[src/rtl/core/abbp_pkg.sv]
// Shared types and constants for the bang-bang actuator positioner.
// No dependencies; imported by actuator_bang_bang_positioner_core.
`default_nettype none

package abbp_pkg;

    localparam int SAMPLE_BITS = 15;
    localparam int POS_BITS    = 16;
    localparam int CFG_IDX_BITS = 2;

    // product of a sample and full scale, also the divider's shift register
    localparam int PROD_BITS = SAMPLE_BITS + POS_BITS;
    // multiplier retires two bits of the pot sample per cycle
    localparam int MUL_STEPS = (SAMPLE_BITS + 1) / 2;
    localparam int CNT_BITS  = $clog2(POS_BITS);
    localparam int CMP_BITS  = POS_BITS + 2;

    typedef enum logic [1:0] {
        OP_TICK        = 2'd0,
        OP_SET_TARGET  = 2'd1,
        OP_FORCED_STOP = 2'd2,
        OP_RESERVED    = 2'd3
    } op_t;

    typedef enum logic [CFG_IDX_BITS-1:0] {
        CFG_FULL_SCALE = 2'd0,
        CFG_TOLERANCE  = 2'd1
    } cfg_idx_t;

    typedef enum logic [2:0] {
        RS_IDLE    = 3'd0,
        RS_ACTIVE  = 3'd1,
        RS_TOP     = 3'd2,
        RS_BOTTOM  = 3'd3,
        RS_REACHED = 3'd4,
        RS_FORCED  = 3'd5
    } run_state_t;

    typedef enum logic [1:0] {
        MV_STOPPED = 2'd0,
        MV_EXTEND  = 2'd1,
        MV_RETRACT = 2'd2
    } motion_t;

    typedef enum logic [1:0] {
        FSM_IDLE,
        FSM_MUL,
        FSM_DIV,
        FSM_DONE
    } fsm_t;

    localparam logic [POS_BITS-1:0] FULL_SCALE_RST = POS_BITS'(1000);
    localparam logic [POS_BITS-1:0] TOLERANCE_RST  = POS_BITS'(10);

    typedef struct packed {
        logic [1:0]             opcode;
        logic [SAMPLE_BITS-1:0] ref_sample;
        logic [SAMPLE_BITS-1:0] pot_sample;
        logic [POS_BITS-1:0]    target;
    } in_item_t;

    typedef struct packed {
        logic                drive_out;
        logic                drive_in;
        logic [2:0]          status;
        logic [POS_BITS-1:0] position_out;
        logic                move_done;
        logic                ref_error;
    } out_item_t;

endpackage

`default_nettype wire

[src/rtl/core/actuator_bang_bang_positioner_core.sv]
// Bang-bang actuator positioner: serial ratiometric position plus deadband rule.
// Depends on abbp_pkg (types, widths, codes).
// Channel | Dir | Handshake            | Payload
// in      | in  | in_valid / in_ready  | in_item   (abbp_pkg::in_item_t)
// out     | out | out_valid / out_ready| out_item  (abbp_pkg::out_item_t)
// cfg     | in  | cfg_valid / cfg_ready| cfg_index, cfg_data
// A tick with a nonzero reference and pot below it passes FSM_IDLE, FSM_MUL,
// FSM_DIV and FSM_DONE from one accept to the next: radix-4 shift-add multiply,
// then one quotient bit a cycle. Every other item goes from FSM_IDLE to FSM_DONE.
// One item is in work at a time; a finished result waits in the output register
// while the next item is taken and worked on. cfg_ready is always high.
// rst_n clears the FSM, output valid and loop state, and loads the config registers' reset values.
`default_nettype none

module actuator_bang_bang_positioner_core (
    input  wire logic                           clk,
    input  wire logic                           rst_n,
    input  wire logic                           in_valid,
    output logic                                in_ready,
    input  wire abbp_pkg::in_item_t             in_item,
    output logic                                out_valid,
    input  wire logic                           out_ready,
    output abbp_pkg::out_item_t                 out_item,
    input  wire logic                           cfg_valid,
    output logic                                cfg_ready,
    input  wire logic [abbp_pkg::CFG_IDX_BITS-1:0] cfg_index,
    input  wire logic [abbp_pkg::POS_BITS-1:0]  cfg_data
);
    import abbp_pkg::*;

    fsm_t                   fsm_reg, fsm_next;
    logic [CNT_BITS-1:0]    cnt_reg, cnt_next;
    logic                   out_valid_reg;
    out_item_t              out_item_reg;

    logic [POS_BITS-1:0]    full_scale_reg, tolerance_reg;
    run_state_t             run_state_reg, run_state_next;
    motion_t                motion_reg, motion_next;
    logic [POS_BITS-1:0]    goal_reg, goal_next;
    logic [POS_BITS-1:0]    position_reg, position_next;

    // item capture
    op_t                    op_reg;
    logic [POS_BITS-1:0]    target_reg;
    logic [SAMPLE_BITS-1:0] ref_reg;
    logic [SAMPLE_BITS-1:0] mplier_reg;
    logic [PROD_BITS-1:0]   mcand_reg;
    logic [PROD_BITS-1:0]   prod_reg;
    logic                   rerr_reg;
    logic                   sat_reg;

    logic                   in_fire, out_free, commit;
    logic                   start_serial;
    logic                   done_flag;
    logic [PROD_BITS-1:0]   addend;
    logic [SAMPLE_BITS:0]   div_trial;
    logic                   div_ge;
    logic [SAMPLE_BITS:0]   div_diff;

    logic signed [CMP_BITS-1:0] pos_s, fs_s, tol_s, goal_s;

    // ------------------------------------------------------------------
    // FSM next state
    // ------------------------------------------------------------------
    always_comb
    begin
        fsm_next = fsm_reg;
        cnt_next = cnt_reg;
        unique case (fsm_reg)
            FSM_IDLE:
            begin
                if (in_fire)
                begin
                    if (start_serial)
                    begin
                        fsm_next = FSM_MUL;
                        cnt_next = CNT_BITS'(MUL_STEPS - 1);
                    end
                    else
                    begin
                        fsm_next = FSM_DONE;
                    end
                end
            end
            FSM_MUL:
            begin
                if (cnt_reg == '0)
                begin
                    fsm_next = FSM_DIV;
                    cnt_next = CNT_BITS'(POS_BITS - 1);
                end
                else
                begin
                    cnt_next = cnt_reg - 1'b1;
                end
            end
            FSM_DIV:
            begin
                if (cnt_reg == '0)
                begin
                    fsm_next = FSM_DONE;
                end
                else
                begin
                    cnt_next = cnt_reg - 1'b1;
                end
            end
            FSM_DONE:
            begin
                if (out_free)
                begin
                    fsm_next = FSM_IDLE;
                end
            end
            default:
            begin
                fsm_next = FSM_IDLE;
            end
        endcase
    end

    // ------------------------------------------------------------------
    // FSM outputs
    // ------------------------------------------------------------------
    always_comb
    begin
        in_ready = 1'b0;
        commit   = 1'b0;
        unique case (fsm_reg)
            FSM_IDLE: in_ready = 1'b1;
            FSM_MUL:  in_ready = 1'b0;
            FSM_DIV:  in_ready = 1'b0;
            FSM_DONE: commit   = out_free;
            default:  in_ready = 1'b0;
        endcase
    end

    assign in_fire   = in_valid && in_ready;
    assign out_free  = !out_valid_reg || out_ready;
    assign out_valid = out_valid_reg;
    assign out_item  = out_item_reg;
    assign cfg_ready = 1'b1;

    // only a tick with pot < ref (so ref nonzero) needs the serial path; pot >= ref saturates
    assign start_serial = (op_t'(in_item.opcode) == OP_TICK)
                       && (in_item.ref_sample != '0)
                       && (in_item.pot_sample < in_item.ref_sample);

    // ------------------------------------------------------------------
    // serial datapath
    // ------------------------------------------------------------------
    always_comb
    begin
        addend = '0;
        if (mplier_reg[0])
        begin
            addend = mcand_reg;
        end
        if (mplier_reg[1])
        begin
            addend = addend + {mcand_reg[PROD_BITS-2:0], 1'b0};
        end
    end

    // remainder sits in the top SAMPLE_BITS of prod_reg, dividend/quotient below
    assign div_trial = {prod_reg[PROD_BITS-1:POS_BITS], prod_reg[POS_BITS-1]};
    assign div_ge    = div_trial >= {1'b0, ref_reg};
    assign div_diff  = div_trial - {1'b0, ref_reg};

    always_ff @(posedge clk)
    begin
        if (in_fire)
        begin
            op_reg     <= op_t'(in_item.opcode);
            target_reg <= in_item.target;
            ref_reg    <= in_item.ref_sample;
            mplier_reg <= in_item.pot_sample;
            mcand_reg  <= {{SAMPLE_BITS{1'b0}}, full_scale_reg};
            prod_reg   <= '0;
            rerr_reg   <= (in_item.ref_sample == '0);
            sat_reg    <= (in_item.pot_sample >= in_item.ref_sample);
        end
        else if (fsm_reg == FSM_MUL)
        begin
            prod_reg   <= prod_reg + addend;
            mcand_reg  <= {mcand_reg[PROD_BITS-3:0], 2'b00};
            mplier_reg <= {2'b00, mplier_reg[SAMPLE_BITS-1:2]};
        end
        else if (fsm_reg == FSM_DIV)
        begin
            prod_reg <= {div_ge ? div_diff[SAMPLE_BITS-1:0] : div_trial[SAMPLE_BITS-1:0],
                         prod_reg[POS_BITS-2:0], div_ge};
        end
    end

    // ------------------------------------------------------------------
    // bang-bang rule, evaluated once per item in FSM_DONE
    // ------------------------------------------------------------------
    assign pos_s  = signed'({2'b00, position_next});
    assign fs_s   = signed'({2'b00, full_scale_reg});
    assign tol_s  = signed'({2'b00, tolerance_reg});
    assign goal_s = signed'({2'b00, goal_reg});

    always_comb
    begin
        run_state_next = run_state_reg;
        motion_next    = motion_reg;
        goal_next      = goal_reg;
        position_next  = position_reg;
        done_flag      = 1'b0;
        unique case (op_reg)
            OP_TICK:
            begin
                if (!rerr_reg)
                begin
                    position_next = sat_reg ? full_scale_reg : prod_reg[POS_BITS-1:0];
                end
                if (run_state_reg != RS_ACTIVE)
                begin
                    motion_next = MV_STOPPED;
                end
                else if (pos_s >= fs_s - tol_s && motion_reg == MV_EXTEND)
                begin
                    motion_next    = MV_STOPPED;
                    run_state_next = RS_TOP;
                    done_flag      = 1'b1;
                end
                else if (pos_s <= tol_s && motion_reg == MV_RETRACT)
                begin
                    motion_next    = MV_STOPPED;
                    run_state_next = RS_BOTTOM;
                    done_flag      = 1'b1;
                end
                else if (goal_s + tol_s >= pos_s && pos_s >= goal_s - tol_s)
                begin
                    motion_next    = MV_STOPPED;
                    run_state_next = RS_REACHED;
                    done_flag      = 1'b1;
                end
                else if (goal_s + tol_s <= pos_s)
                begin
                    motion_next = MV_RETRACT;
                end
                else
                begin
                    motion_next = MV_EXTEND;
                end
            end
            OP_SET_TARGET:
            begin
                goal_next      = target_reg;
                run_state_next = RS_ACTIVE;
            end
            OP_FORCED_STOP:
            begin
                if (run_state_reg == RS_ACTIVE)
                begin
                    run_state_next = RS_FORCED;
                    motion_next    = MV_STOPPED;
                    done_flag      = 1'b1;
                end
            end
            OP_RESERVED:
            begin
                done_flag = 1'b0;
            end
            default:
            begin
                done_flag = 1'b0;
            end
        endcase
    end

    // ------------------------------------------------------------------
    // control and loop state
    // ------------------------------------------------------------------
    always_ff @(posedge clk or negedge rst_n)
    begin
        if (!rst_n)
        begin
            fsm_reg        <= FSM_IDLE;
            cnt_reg        <= '0;
            out_valid_reg  <= 1'b0;
            full_scale_reg <= FULL_SCALE_RST;
            tolerance_reg  <= TOLERANCE_RST;
            run_state_reg  <= RS_IDLE;
            motion_reg     <= MV_STOPPED;
            goal_reg       <= '0;
            position_reg   <= '0;
        end
        else
        begin
            fsm_reg <= fsm_next;
            cnt_reg <= cnt_next;
            if (cfg_valid && cfg_ready)
            begin
                if (cfg_index == CFG_FULL_SCALE)
                begin
                    full_scale_reg <= cfg_data;
                end
                else if (cfg_index == CFG_TOLERANCE)
                begin
                    tolerance_reg <= cfg_data;
                end
            end
            if (commit)
            begin
                out_valid_reg <= 1'b1;
                run_state_reg <= run_state_next;
                motion_reg    <= motion_next;
                goal_reg      <= goal_next;
                position_reg  <= position_next;
            end
            else if (out_ready)
            begin
                out_valid_reg <= 1'b0;
            end
        end
    end

    always_ff @(posedge clk)
    begin
        if (commit)
        begin
            out_item_reg.drive_out    <= (motion_next == MV_EXTEND);
            out_item_reg.drive_in     <= (motion_next == MV_RETRACT);
            out_item_reg.status       <= run_state_next;
            out_item_reg.position_out <= position_next;
            out_item_reg.move_done    <= done_flag;
            out_item_reg.ref_error    <= (op_reg == OP_TICK) && rerr_reg;
        end
    end

`ifndef SYNTHESIS
    // a finished item must not overwrite a result that is still waiting
    assert property (@(posedge clk) disable iff (!rst_n)
        (fsm_reg == FSM_DONE && out_valid_reg && !out_ready) |=> (fsm_reg == FSM_DONE))
        else $error("result overwritten before it was taken");

    assert property (@(posedge clk) disable iff (!rst_n)
        out_valid |-> !(out_item.drive_out && out_item.drive_in))
        else $error("both bridge pins driven");

    assert property (@(posedge clk) disable iff (!rst_n)
        (out_valid && out_item.move_done) |->
            (out_item.status != RS_IDLE && out_item.status != RS_ACTIVE
             && !out_item.drive_out && !out_item.drive_in))
        else $error("move_done with running or idle loop");

    // serial path only ever entered from an accepted item
    assert property (@(posedge clk) disable iff (!rst_n)
        $rose(fsm_reg == FSM_MUL) |-> $past(in_fire))
        else $error("multiplier started without an item");
`endif

endmodule

`default_nettype wire
[config.mk]
export PLATFORM = sky130hd
export DESIGN_NAME = actuator_bang_bang_positioner_core
export DESIGN_NICKNAME = d
export VERILOG_FILES = /design/src/rtl/core/abbp_pkg.sv /design/src/rtl/core/actuator_bang_bang_positioner_core.sv
export SDC_FILE = /design/constraint.sdc
export NUM_CORES = 1
export LEC_CHECK = 0
export BUFFER_PORTS_ARGS = -buffer_cell sky130_fd_sc_hd__buf_2
export CORE_MARGIN = 3
export CORE_UTILIZATION = 50
export DETAILED_ROUTE_END_ITERATION = 8
export PLACE_DENSITY = 0.7
export REMOVE_ABC_BUFFERS = 1
export SYNTH_ARGS = -nofsm -noshare
export SYNTH_HDL_FRONTEND = slang
export SYNTH_SLANG_ARGS = --single-unit
export TNS_END_PERCENT = 50
[constraint.sdc]
create_clock -name clk -period 7.1 [get_ports clk]
set_input_delay 0.71 -clock clk [delete_from_list [all_inputs] [get_ports clk]]
set_output_delay 0.71 -clock clk [all_outputs]
set_load 0.01 [all_outputs]
Word level (Yosys, flattened, before mapping)
Cells that the tools add are included.

operators by class
  $add $sub $neg = 7
  order comparisons = 8
  equality and inequality tests = 18
  muxes and demuxes = 46
  bitwise logic cells = 1
  reduce and logical (&&, ||, !) cells = 25

operators with widths
  cell                                                                    count
  31-bit two-way mux                                                      4
  16-bit two-way mux                                                      5
  31-bit adder                                                            2
  15-bit two-way mux                                                      3
  17-bit greater-or-equal comparator                                      2
  16-bit by 16-bit subtractor with 17-bit output                          2
  2-bit two-way mux                                                       11
  18-bit by 17-bit greater-or-equal comparator with 1-bit output          1
  16-bit by 16-bit adder with 17-bit output                               1
  17-bit by 16-bit <= comparator with 1-bit output                        1
  16-bit by 15-bit greater-or-equal comparator with 1-bit output          1
  16-bit <= comparator                                                    1
  4-bit two-way mux                                                       4
  15-bit greater-or-equal comparator                                      1
  15-bit zero test                                                        1
  15-bit less-than comparator                                             1
  3-bit two-way mux                                                       5
  15-bit nonzero test                                                     1
  15-bit subtractor                                                       1
  2-bit != test (second input constant)                                   6
  4-bit case mux with 3 select lines                                      1
  2-bit by 1-bit equality test with 1-bit output (second input constant)  5
  2-bit equality test (second input constant)                             5
  1-bit two-way mux                                                       9
  18 further kinds                                                        31

word-level totals
  flip-flop bits (word level) = 211
  input bits = 71
  output and inout port bits = 26
  word-level logic and storage cells = 129

Longest topological paths before layout
  depth after elaboration = 11
  gate-level depth with buffers = 25
  gate-level depth less buffers = 24

Worst setup path before layout
Ideal clock, no wire load.

  path kind = flip-flop to flip-flop
  start point = reg mplier_reg[0]
  end point = reg prod_reg[30]
  setup time = 0.093 ns
  arrival time = 5.612 ns
  data required time = 7.007 ns
  slack = 1.395 ns
  stages on the path, launching flop included = 25
  path buffers = 1
  period minus slack after synthesis = 5.705 ns
  path through = edfxtp_1 -> clkbuf_1 -> and2_1 -> ha_1 -> fa_1 -> a21o_1 -> a21o_1 -> a2111oi_2 -> o21ai_1 -> a21o_1 -> a211o_1 -> a2111oi_0 -> nor3_1 -> xnor2_1 -> o21ai_0 -> ha_1 -> a21o_1 -> a21o_1 -> a221o_1 -> a31oi_4 -> o211ai_2 -> or4_4 -> nand3_2 -> xnor2_1 -> o311ai_2

between the ends
  longest elaborated chain between the ends = 5

RTL lines
  item                    line                                       RTL
  start, declared         actuator_bang_bang_positioner_core.sv:46   logic [SAMPLE_BITS-1:0] mplier_reg;
  start signal, assigned  actuator_bang_bang_positioner_core.sv:177  mplier_reg <= in_item.pot_sample;
  start signal, assigned  actuator_bang_bang_positioner_core.sv:187  mplier_reg <= {2'b00, mplier_reg[SAMPLE_BITS-1:2]};
  31-bit two-way mux *    actuator_bang_bang_positioner_core.sv:155  if (mplier_reg[0])
  31-bit adder            actuator_bang_bang_positioner_core.sv:161  addend = addend + {mcand_reg[PROD_BITS-2:0], 1'b0};
  31-bit two-way mux *    actuator_bang_bang_positioner_core.sv:159  if (mplier_reg[1])
  31-bit adder *          actuator_bang_bang_positioner_core.sv:185  prod_reg <= prod_reg + addend;
  31-bit two-way mux *    actuator_bang_bang_positioner_core.sv:183  else if (fsm_reg == FSM_MUL)
  end signal, assigned    actuator_bang_bang_positioner_core.sv:185
  end signal, assigned    actuator_bang_bang_positioner_core.sv:191  prod_reg <= {div_ge ? div_diff[SAMPLE_BITS-1:0] : div_trial[SAMPLE_BITS-1:0],
  end, declared           actuator_bang_bang_positioner_core.sv:48   logic [PROD_BITS-1:0] prod_reg;

Mark *: on every way between the ends. The rest lies on a longest branch, timed or not.
A chain may end at the register's enable or synchronous reset.

Final worst setup path
  start point = reg mplier_reg[0]
  end point = reg prod_reg[29]

The elaborated chain is that of the path after synthesis.

==> impl_table.tex <==
\begin{tabular}{lr}
\hline
Metric & Value \\
\hline
\multicolumn{2}{l}{\textbf{Outcome}} \\
\quad Status & finished, final reports clean \\
\multicolumn{2}{l}{\textbf{CTS}} \\
\quad CTS buffer count & 26 \\
\quad Root Buffer & clkbuf\_16 \\
\quad Clock-pin slew on the worst setup and hold paths & 60 ps \\
\quad Maximum buffer depth of the clock tree & 3 \\
\quad Count of buffers added by post-CTS timing repair for setup & 0 \\
\quad CTS hold repair buffers & 0 \\
\quad Count of instances resized after the clock tree is built & 0 \\
\quad Number of levels the H-tree was split into & 1 \\
\quad CTS Sinks & 211 \\
\quad Insertion delay of the later-clocked pin in the worst-skew pair & 550 ps \\
\quad CTS tree & built \\
\multicolumn{2}{l}{\textbf{Placed design}} \\
\quad Number of port buffers & 95 \\
\quad Post-detail-place hpwl & 31840 µm \\
\quad Weighted congestion reported at the end of routability-driven placement & 0.9471 \\
\quad Placed cells & 2305 \\
\quad Worst slack, placed & 961.0 ps \\
\multicolumn{2}{l}{\textbf{Final layout}} \\
\quad Proportion of layout cells with a drive suffix above 1 & 13.71\% \\
\quad Multi-input logic area & 10460 µm² \\
\quad Top library cells by usage in the layout, fill and taps aside & 207 x ha\_1, 185 x nand2\_1, 129 x a21oi\_1 \\
\quad Filler instances & 2916 \\
\quad Layout-stage area growth over the synthesis result & 11.28\% \\
\quad Antenna diode count & 0 \\
\quad Count of non-filler cells in the finished layout & 2353 \\
\quad Commonest non-fill, non-tap cell in the layout & ha\_1 \\
\quad Register area & 5505 µm² \\
\quad Layout Nets & 2176 \\
\multicolumn{2}{l}{\textbf{Worst setup path}} \\
\quad Terminus of the critical flop-to-flop path & prod\_reg[29] \\
\quad Beginning of the worst register-to-register path & mplier\_reg[0] \\
\quad Arrival time of data at the critical path endpoint & 6660 ps \\
\quad Critical-path cell list & buf\_4, and2\_1, fa\_1, a21o\_1, a21o\_1, a2111oi\_2, o21ai\_1, a21o\_1, a211o\_1, a2111oi\_0, nor3\_1, xnor2\_1, o21ai\_0, ha\_1, nand3\_1, or4b\_2, o21ai\_0, a311oi\_1, xor2\_1, a311oi\_1, a21boi\_0 \\
\quad Startpoint of the worst setup timing path & mplier\_reg[0] \\
\quad Worst path required time & 7560 ps \\
\quad Critical path's slowest cell & or4b\_2 \\
\quad Nature of the critical path endpoint & flop \\
\quad Largest stage delay on the critical path & 610 ps \\
\quad Worst Setup Start Kind & flop \\
\quad Worst setup path end & prod\_reg[29] \\
\quad Crit path max fanout & 28 \\
\quad Worst Reg2Reg Path Length in Cells & 21 \\
\quad Cell type with the highest occurrence count on the critical path & a21o\_1 \\
\quad R2R Setup Slk & 890 ps \\
\quad Category of the most critical setup path & flop to flop \\
\multicolumn{2}{l}{\textbf{Timing}} \\
\quad Share of the cycle needed by the critical path after routing & 87.41\% \\
\quad Final slew viol count & 0 \\
\quad Final period demand of the worst path & 6206 ps \\
\quad Fmax achieved & 161.1 MHz \\
\quad Transition time of the tightest slew-check pin & 1145 ps \\
\quad Normalized max-slew margin & 23.68\% \\
\quad Worst setup margin & 894.1 ps \\
\quad Final count of hold timing violations & 0 \\
\quad Worst Skew & 33.17 ps \\
\quad Final total negative setup slack & 0 ps \\
\quad \# setup viols final & 0 \\
\quad RSZ-0062 raised after global routing & false \\
\multicolumn{2}{l}{\textbf{Detailed routing}} \\
\quad Number of nets still failing antenna checks after routing & 0 \\
\quad DR vias & 13608 \\
\quad Post-route DRC & 0 \\
\quad DR pass1 iterations & 6 \\
\quad Drt initial violations & 598 \\
\quad Final WL & 41770 µm \\
\quad Routed via count divided by cell count & 5.783 \\
\quad Average wire length per cell after detail routing & 17.75 µm \\
\multicolumn{2}{l}{\textbf{Global routing}} \\
\quad Global route total overflow & 0 \\
\quad First-pass GRT wire length & 68540 µm \\
\quad Maximum number of pins on one net before global-route repair & 90 \\
\quad Initial antenna violation count & 0 \\
\quad Number of global-route vias before repair & 13755 \\
\quad Overall Global Routing Usage & 23.28\% \\
\multicolumn{2}{l}{\textbf{Synthesis}} \\
\quad Syn\_area\_per\_cell & 9.152 µm² \\
\quad Part of the Yosys area used for sequential elements & 33.11\% \\
\quad Number of warning messages in the yosys log & 0 \\
\quad Main flop type after synthesis & edfxtp\_1 \\
\quad Mapped cell area & 16630 µm² \\
\quad EDFF count, synth & 89 \\
\quad Flip-flop and latch count after synthesis & 211 \\
\quad Syn Inst Count & 1817 \\
\quad Async set or reset register ratio after synthesis & 36.02\% \\
\quad Count of different cell masters after synthesis & 77 \\
\multicolumn{2}{l}{\textbf{Floorplanning}} \\
\quad Vert. Die Dim & 188.4 µm \\
\quad Chip Width & 188.4 µm \\
\quad Core region area & 32620 µm² \\
\quad Count of standard-cell rows & 66 \\
\quad Die ar. & 35480 µm² \\
\quad Boundary pin count & 97 \\
\quad Initial cell density of the core & 50.98\% \\
\multicolumn{2}{l}{\textbf{Min path}} \\
\quad Tightest Hold Check Type & input port to asynchronous set/reset pin \\
\multicolumn{2}{l}{\textbf{Job}} \\
\quad Number of maximum-capacitance violations & 0 \\
\hline
\end{tabular}
## how the worst min path moves through the flow
stage                          startpoint         endpoint  slack [ps]  cells past startpoint
after CTS                      in_item[1]    target_reg[1]         310                      1
after global routing          in_item[12]   target_reg[12]         310                      1
after floorplan                     rst_n       cnt_reg[0]         410                      0
after detailed placement    target_reg[8]      goal_reg[8]         460                      1
final                               rst_n    motion_reg[1]         310                      1
after global placement    position_reg[6]  position_reg[6]         460                      2
## through the flow
stage / instance area (µm²) / util, % / hold slack [ps]
floorplan: 16400 / - / 414.4
global placement: 17540 / 53.76 / 456.2
detailed placement: 17540 / 53.76 / 464.8
CTS: 18510 / 56.73 / 305.2
global route: 18510 / 56.73 / 309.3
finish: 18510 / 56.73 / 311.0
## Yosys cell counts, drive strengths merged, types with 10 or more instances
library cell / count / share of area [%]
nand3: 30 / 0.93
inv: 120 / 2.7
o31ai: 10 / 0.45
and3: 14 / 0.53
mux2: 70 / 4.7
ha: 208 / 16
nor2b: 26 / 0.98
nor2: 106 / 2.4
o21a: 34 / 1.5
a21oi: 130 / 3.9
dfxtp: 46 / 5.5
xnor2: 61 / 3.2
a31oi: 15 / 0.65
dfrtp: 68 / 10
a21o: 51 / 2.3
nand2b: 21 / 0.79
nand2: 185 / 4.2
clkbuf: 54 / 1.2
edfxtp: 89 / 16
xor2: 35 / 1.8
o21ai: 115 / 3.5
o21bai: 13 / 0.59
nor4: 11 / 0.41
a211oi: 23 / 1.1
nand4: 22 / 0.83
mux2i: 52 / 3.1
and2: 34 / 1.3
o211ai: 14 / 0.66
nor3: 32 / 0.96
## layer usage
layer  wire length (µm)  global-route usage [%]  share of wire (%)  up-vias
li1                   -                       -                  -     6731
met1              17870                   28.89                 43     6508
met2              21030                   42.68                 50      285
met3               1470                   2.121                3.5       84
met4               1400                   7.534                3.4        0
met5                  0                       0                  0        -
## critical path: cells and delay by family (launching register included)
| kind | cells | cell delay, ps |
|---|---|---|
| AO/OA/AOI/OAI | 12 | 3230 |
| AND/OR/NAND/NOR | 4 | 1090 |
| adder cells (fa/ha/maj) | 2 | 830 |
| flip-flops | 1 | 430 |
| XOR/XNOR | 2 | 310 |
| buffers and inverters | 1 | 240 |
## cells by family (layout without fill, tap and decap cells)
group           Yosys count  count (layout)  share of synthesized area [%]
compound gates          478             478                          18.68
flops                   211             211                          33.11
simple gates            514             514                          14.78
mux                     122             122                          7.870
fa+ha+maj               214             214                          16.37
xor+xnor                 96              96                          5.056
other cells               1               1                        0.02255
buf+inv                 181             275                          4.108
## cell type report
class / count / share of cell area, %
Clock buffer: 31 / 3.671
Inverter: 120 / 2.441
Timing Repair Buffer: 107 / 3.070
Tap cell: 442 / 2.989
Clock inverter: 17 / 1.569
Sequential cell: 211 / 29.75
Multi-Input combinational cell: 1425 / 56.51
Power is not shown: default switching activity piles up to over one toggle a cycle in this logic, so the estimate is an artifact.
